## src/sv/assert_macros.svh

```systemverilog
// ----------------------------------------------------------------------------
// assert_macros.svh
// Shared assertion macros, clocked on clk and disabled while arst_n is low.
// ----------------------------------------------------------------------------
`ifndef ASSERT_MACROS_SVH
`define ASSERT_MACROS_SVH

// Check a property at every rising edge of clk outside reset.
`define CHK_PROP(label, prop, msg) \
	label: assert property (@(posedge clk) disable iff (!arst_n) (prop)) \
		else $error(msg);

// Check that a condition never holds at a rising edge outside reset.
`define CHK_NEVER(label, cond, msg) \
	`CHK_PROP(label, !(cond), msg)

`endif

```

## src/sv/cit_pkg.sv

```systemverilog
// ----------------------------------------------------------------------------
// cit_pkg
// Types and constants shared by the card identifier table.
// ----------------------------------------------------------------------------
package cit_pkg;

	localparam int NUM_SLOTS_DEF = 20;
	localparam int ID_W          = 64;
	localparam int SLOT_IDX_W    = 5;

	// Eight ASCII 'F' characters mark a free slot.
	localparam logic [ID_W-1:0] FREE_MARKER = 64'h4646_4646_4646_4646;

	localparam logic [1:0] FUNC_LOOKUP   = 2'd0;
	localparam logic [1:0] FUNC_REGISTER = 2'd1;
	localparam logic [1:0] FUNC_REMOVE   = 2'd2;
	localparam logic [1:0] FUNC_UNUSED   = 2'd3;

	typedef struct packed {
		logic [1:0]      func;
		logic [ID_W-1:0] card_id;
	} cit_req_t;

	typedef struct packed {
		logic                  success;
		logic [SLOT_IDX_W-1:0] slot_index;
	} cit_rsp_t;

	typedef enum logic [1:0] {
		ST_IDLE,
		ST_SCAN,
		ST_RESP
	} cit_state_t;

endpackage

```

## src/sv/card_id_table_core.sv

```systemverilog
// ----------------------------------------------------------------------------
// card_id_table_core
// Card identifier table: lookup, register into first free slot, remove first
// matching slot, scanning one slot per cycle through a shared comparator.
// ----------------------------------------------------------------------------
// Sequencing: an accepted item passes through the scan and response states; the
//   scan stops early on the first match, and an unused func skips the scan.
// Items are not overlapped: busy stays high until the done strobe ends, and the
//   next item is taken only from the idle state.
// The scan rate is set by the single slot memory read port and one comparator.
// Reset: arst_n clears the sequencer and marks every slot free at once.
// The done strobe lasts one cycle; the receiver cannot stall it.
// ----------------------------------------------------------------------------
`include "assert_macros.svh"

module card_id_table_core
	import cit_pkg::*;
#(
	parameter int NUM_SLOTS = NUM_SLOTS_DEF
) (
	input  logic     clk,
	input  logic     arst_n,
	input  logic     start,
	output logic     busy,
	input  cit_req_t req,
	output logic     done,
	output cit_rsp_t result
);

	localparam int              IDX_W = (NUM_SLOTS > 1) ? $clog2(NUM_SLOTS) : 1;
	localparam logic [IDX_W-1:0] LAST  = IDX_W'(NUM_SLOTS - 1);

	cit_state_t       state_q, state_d;
	logic [1:0]       func_q;
	logic [ID_W-1:0]  key_q;     // value the scan compares against
	logic [ID_W-1:0]  wdata_q;   // value written on a hit
	logic [IDX_W-1:0] addr_q;    // next slot to read
	logic             issue_q;   // reads still to issue
	logic             vld_s1;    // read data valid for idx_s1
	logic [IDX_W-1:0] idx_s1;
	cit_rsp_t         result_q;

	logic             accept;
	logic             rd_en;
	logic [ID_W-1:0]  rd_data;
	logic             hit;
	logic             last_cmp;
	logic             wr_en;

	assign accept = start && (state_q == ST_IDLE);

	// Slot storage
	cit_store #(
		.NUM_SLOTS (NUM_SLOTS),
		.IDX_W     (IDX_W)
	) u_store (
		.clk     (clk),
		.arst_n  (arst_n),
		.rd_en   (rd_en),
		.rd_addr (addr_q),
		.rd_data (rd_data),
		.wr_en   (wr_en),
		.wr_addr (idx_s1),
		.wr_data (wdata_q)
	);

	// Next state
	always_comb begin
		state_d = state_q;
		unique case (state_q)
			ST_IDLE: begin
				if (start) begin
					state_d = (req.func == FUNC_UNUSED) ? ST_RESP : ST_SCAN;
				end
			end
			ST_SCAN: begin
				if (hit || last_cmp) begin
					state_d = ST_RESP;
				end
			end
			ST_RESP: begin
				state_d = ST_IDLE;
			end
			default: begin
				state_d = ST_IDLE;
			end
		endcase
	end

	// Sequencer outputs
	always_comb begin
		rd_en    = 1'b0;
		hit      = 1'b0;
		last_cmp = 1'b0;
		wr_en    = 1'b0;
		busy     = 1'b1;
		done     = 1'b0;
		unique case (state_q)
			ST_IDLE: begin
				busy = 1'b0;
			end
			ST_SCAN: begin
				rd_en    = issue_q;
				hit      = vld_s1 && (rd_data == key_q);
				last_cmp = vld_s1 && (idx_s1 == LAST);
				// Register and remove both rewrite the first hit slot.
				wr_en    = hit && ((func_q == FUNC_REGISTER) || (func_q == FUNC_REMOVE));
			end
			ST_RESP: begin
				done = 1'b1;
			end
			default: begin
				busy = 1'b1;
			end
		endcase
	end

	always_ff @(posedge clk or negedge arst_n) begin
		if (!arst_n) begin
			state_q <= ST_IDLE;
			issue_q <= 1'b0;
			vld_s1  <= 1'b0;
		end else begin
			state_q <= state_d;
			if (accept) begin
				issue_q <= 1'b1;
				vld_s1  <= 1'b0;
			end else begin
				// Drop issuing after the last slot or once the scan ends.
				if ((rd_en && (addr_q == LAST)) || state_d != ST_SCAN) begin
					issue_q <= 1'b0;
				end
				vld_s1 <= rd_en;
			end
		end
	end

	// Payload registers
	always_ff @(posedge clk) begin
		if (accept) begin
			func_q   <= req.func;
			// Register searches for a free slot; the others search for the id.
			key_q    <= (req.func == FUNC_REGISTER) ? FREE_MARKER : req.card_id;
			wdata_q  <= (req.func == FUNC_REMOVE) ? FREE_MARKER : req.card_id;
			addr_q   <= '0;
			result_q <= '0;
		end else begin
			if (rd_en) begin
				addr_q <= addr_q + IDX_W'(1);
				idx_s1 <= addr_q;
			end
			if (hit) begin
				result_q.success    <= 1'b1;
				result_q.slot_index <= SLOT_IDX_W'(idx_s1);
			end else if (last_cmp) begin
				result_q <= '0;
			end
		end
	end

	assign result = result_q;

	// Assertions
	`CHK_PROP(a_done_one_cycle, done |=> !done, "done strobe held longer than one cycle")
	`CHK_PROP(a_fail_zero_index, (done && !result.success) |-> (result.slot_index == '0),
		"failed result carries a nonzero slot index")
	`CHK_PROP(a_accept_busy, (start && !busy) |=> busy, "item accepted but busy not raised")
	`CHK_PROP(a_write_then_done, wr_en |=> (done && result.success),
		"slot written without a successful response next cycle")

endmodule

```

## src/sv/cit_store.sv

```systemverilog
// ----------------------------------------------------------------------------
// cit_store
// Slot memory with one write and one registered read port; a slot never
// written since reset reads as the free marker.
// ----------------------------------------------------------------------------
module cit_store
	import cit_pkg::*;
#(
	parameter int NUM_SLOTS = NUM_SLOTS_DEF,
	parameter int IDX_W     = (NUM_SLOTS > 1) ? $clog2(NUM_SLOTS) : 1
) (
	input  logic             clk,
	input  logic             arst_n,
	input  logic             rd_en,
	input  logic [IDX_W-1:0] rd_addr,
	output logic [ID_W-1:0]  rd_data,
	input  logic             wr_en,
	input  logic [IDX_W-1:0] wr_addr,
	input  logic [ID_W-1:0]  wr_data
);

	logic [ID_W-1:0]      mem [NUM_SLOTS];
	logic [NUM_SLOTS-1:0] written_q;
	logic [ID_W-1:0]      mem_rd_q;
	logic                 written_rd_q;

	always_ff @(posedge clk) begin
		if (wr_en) begin
			mem[wr_addr] <= wr_data;
		end
		if (rd_en) begin
			mem_rd_q <= mem[rd_addr];
		end
	end

	always_ff @(posedge clk or negedge arst_n) begin
		if (!arst_n) begin
			written_q    <= '0;
			written_rd_q <= 1'b0;
		end else begin
			if (wr_en) begin
				written_q[wr_addr] <= 1'b1;
			end
			if (rd_en) begin
				written_rd_q <= written_q[rd_addr];
			end
		end
	end

	// Untouched slots hold the free marker.
	assign rd_data = written_rd_q ? mem_rd_q : FREE_MARKER;

endmodule

```

## config.mk

```make
export PLATFORM = sky130hd
export DESIGN_NAME = card_id_table_core
export DESIGN_NICKNAME = d
export VERILOG_FILES = /design/src/sv/cit_pkg.sv /design/src/sv/card_id_table_core.sv /design/src/sv/cit_store.sv
export VERILOG_INCLUDE_DIRS = /design/src /design/src/sv
export SDC_FILE = /design/constraint.sdc
export NUM_CORES = 2
export LEC_CHECK = 0
export ABC_AREA = 0
export BUFFER_PORTS_ARGS = -buffer_cell sky130_fd_sc_hd__buf_2
export CAP_MARGIN = 0
export CORE_UTILIZATION = 60
export DETAILED_ROUTE_END_ITERATION = 16
export GPL_TIMING_DRIVEN = 0
export MAX_ROUTING_LAYER = met4
export PLACE_DENSITY_LB_ADDON = 0.12
export SLEW_MARGIN = 20
export SYNTH_ARGS = -nofsm -noshare
export SYNTH_HDL_FRONTEND = slang
export SYNTH_HIERARCHICAL = 1
export SYNTH_SLANG_ARGS = --single-unit
```

## constraint.sdc

```tcl
create_clock -name clk -period 9.49 [get_ports clk]
set_input_delay 0.4745 -clock clk [delete_from_list [all_inputs] [get_ports clk]]
set_output_delay 0.4745 -clock clk [all_outputs]
set_load 0.005 [all_outputs]
```

==> results.yml <==
routing:
  viasPerCell: 6.63
  ant_nets: 0
  drt_iter0_markers: 4678
  drtPass1Iterations: 8
  wl_mm: 153
  vias: 30900
  drc: 0
  wl_per_cell_microns: 32.9
timing:
  fin_crit_sh_pct: 65.0
  finalClockSkew_ns: 0.0329
  clock.fmax_mhz: 162
  fin_hold_ws_ns: 0.0276
  max-slew-margin-rel_pct: 22.7
  worst_pin_slew_ns: 1.16
  rsz0062_at_grt: "false"
  setup_ws_ns: 3.32
  hold_viol_final: 0
  drv_slew: 0
  setup_viol: 0
  period_needed_ns: 6.17
placement:
  pre_cts_slack_ns: 3.55
  dp_hpwl_mm: 99.6
  placement.io_buffers: 76
  gp_congestion: 0.897
layout:
  fillers: 5836
  nets: 3335
  area_delta_synth_final_pct: 15.4
  drive_gt1_share_pct: 20.2
yosys:
  synthAdderAreaFrac_pct: 0.0215
  synthSimpleGateAreaFrac_pct: 4.29
  netlist_instances: 2944
  synthMuxAreaShare_pct: 12.1
  syn_area_sq_um: 58200
  synth-seq-area-share_pct: 77.8
  synth.avg_cell_area_sq_um: 19.8
  yosysWarnings: 6
  yosys.area_share.xor_xnor_pct: 1.05
  ys_ff_latch: 1515
  synth_top_family_by_area: "multiplexers"
  synth-edff-count: 1479
  synth_cell_types: 48
  async_flop_share_pct: 1.65
  synth-main-ff-cell: "edfxtp_1"
  synth_nets: 3014
  synth_compound_area_share_pct: 2.99
critical_path:
  worst-path-max-fanout: 19
  required_ns: 9.93
  cp.arrival_ns: 6.61
  crit_chain: "clkbuf_1 > clkbuf_1 > nand2b_1 > xor2_1 > or4_1 > or4_1 > nor4_2 > nand2_1 > nor2_1 > nand3b_1 > nor2_4 > buf_12 > buf_16 > buf_12"
  max_stage_delay_ns: 0.78
  critPathLaunchType: "flop"
  crit_buf_inv: 5
  cp-end-kind: "flop"
  crit_slowest_cell: "nor2_4"
  cpLargestDelayFamily: "simple AND/OR/NAND/NOR gates"
  worst-setup-path-type: "reg2reg"
clock_network:
  cts_tree: "done"
  numCtsBuffers: 151
  cts_buffer_depth: 3
  postCtsSetupRepairBufs: 0
  hold_buffers: 9
  clk_pin_slew_worst_paths_ns: 0.06
  clkSinkCount: 1515
  worst_skew_pair.late_latency_ns: 0.77
  h-tree-depth: 4
  clock-root-buffer: "clkbuf_16"
  cts_resized: 0
grt:
  track_usage_pct: 32.7
  grt_max_degree: 71
  grt_overflow: 0
  antenna_found_initial: 8
  grt_pass1_wl_mm: 217
  grt_pass1_vias: 30900
power:
  cellPowerDensity_nw_per_um2: 268
  ir_drop_mv: 0.193
  leakagePower_nw: 22.1
floorplan:
  start_util_pct: 60.9
  ios: 77
  die_h_microns: 313
  core_sq_um: 95600
  die_x_microns: 313
  rows: 113
  die-area_sq_um: 98200
outcome:
  outcome: "complete, no violations"
flow_run:
  cap_violations: 0
min_path:
  hp-class: "in2reg"
==> cell usage after synthesis (2+ instances only) <==
cell / number / area, sq um
xor2_1: 64 / 561
nand2_1: 20 / 75.1
a211oi_1: 2 / 15.0
dfxtp_1: 11 / 220
o22ai_1: 126 / 788
mux4_2: 195 / 4390
nand2b_1: 74 / 463
inv_1: 66 / 248
dfrtp_1: 25 / 626
a21oi_1: 64 / 320
buf_4: 10 / 75.1
or3_1: 3 / 18.8
buf_6: 11 / 124
or3b_1: 2 / 17.5
or3b_2: 5 / 43.8
buf_1: 2 / 7.51
edfxtp_1: 1479 / 44400
nor4_1: 90 / 563
nand3b_1: 6 / 45.0
buf_2: 46 / 230
nand4_1: 10 / 62.6
nor2_1: 31 / 116
a21o_1: 2 / 15.0
nand3_1: 12 / 60.1
a22o_1: 63 / 552
nor2b_1: 5 / 31.3
xnor2_1: 6 / 52.6
or2_2: 20 / 125
mux2i_1: 266 / 2660
nor3_1: 2 / 10.0
clkbuf_1: 85 / 319
and2_1: 123 / 769
or4_1: 3 / 22.5
==> registers in the layout, indices dropped and copies added, names as in the netlist <==
signal and flops:
u_store/mem 1280, key_q 64, u_store/mem_rd_q 64, wdata_q 64
u_store/written_q 20, result 6, addr_q 5, idx_s1 5
func_q 2, state_q 2, issue_q 1, u_store/written_rd_q 1
vld_s1 1
==> cell type report <==
class                   instances  area (sq um)  area share (%)
diodes                          5          12.5          0.0186
well taps                    1265          1580            2.36
inverters                      67           256           0.382
flip-flops and latches       1515         45300            67.4
repair buffers                168          2410            3.59
clock inverters                94           763            1.14
multi-input cells            1208         12100            18.0
clock buffers                 185          4030            6.01
plain buffers                 154           761            1.13
==> power by group <==
part           internal [mW]  switching (mW)
registers               7.86           0.277
clock network           3.32            2.45
logic                   1.55            2.54
==> cell families (layout without fill, tap and decap cells) <==
| group | Yosys count | in the layout |
|---|---|---|
| DFF | 1515 | 1515 |
| muxes | 461 | 461 |
| and+or+nand+nor | 413 | 413 |
| AOI/OAI and AO/OA | 263 | 263 |
| buffers and inverters | 221 | 668 |
| xor gates and xnor gates | 70 | 70 |
| adders and majority gates | 1 | 1 |
| other | 0 | 5 |
==> worst register-to-register path, cell delays in order (launching register included) <==
cell and delay (ns):
dfrtp_1 0.38, clkbuf_1 0.71, clkbuf_1 0.70, nand2b_1 0.16, xor2_1 0.24, or4_1 0.52
or4_1 0.51, nor4_2 0.17, nand2_1 0.14, nor2_1 0.30, nand3b_1 0.51, nor2_4 0.79
buf_12 0.28, buf_16 0.19, buf_12 0.22
==> through the flow <==
stage	std cells	instance area, sq um	util [%]	total power, mW	TNS (ns)
final	4661	67100	70.3	18.0	0
after global placement	4285	60100	62.9	12.2	-1560.71
after detailed placement	4368	62200	65.1	12.3	0
after global routing	4660	67100	70.3	18.5	0
after floorplan	2944	58200	-	10.8	0
after CTS	4656	67100	70.2	18.0	0
==> cells in the final DEF, fill, tap and decap left out, types with 74 or more instances in the layout <==
cell	count
clkbuf_16	157
mux4_2	195
nor4_1	90
buf_2	122
mux2i_1	266
and2_1	123
nand2b_1	74
edfxtp_1	1479
o22ai_1	126
clkbuf_1	111
==> per-layer routing <==
layer	GRT usage [%]	up-vias	routed length, microns
li1	-	12600	-
met1	43.9	15900	57400
met2	50.5	2009	73800
met3	5.79	425	15700
met4	13.1	0	6380
met5	-	-	0
==> final timing paths <==
path / start / to / slack [ns] / depth (start not counted)
hold reg to reg: u_store/written_q[1]$_DFFE_PN0P_ / u_store/written_q[1]$_DFFE_PN0P_ / 0.47 / 1
max in group asynchronous: arst_n / u_store/written_q[13]$_DFFE_PN0P_ / 8.70 / 2
hold / removal: req[15] / wdata_q[15]$_SDFFCE_PN0P_ / 0.03 / 2
setup / recovery: u_store/written_rd_q$_DFFE_PN0P_ / u_store/mem[17][42]$_DFFE_PP_ / 3.32 / 14
setup reg to reg: u_store/written_rd_q$_DFFE_PN0P_ / u_store/mem[17][42]$_DFFE_PP_ / 3.32 / 14
min in group asynchronous: arst_n / state_q[1]$_DFF_PN0_ / 0.38 / 2
(Power assumes the default switching activity.)
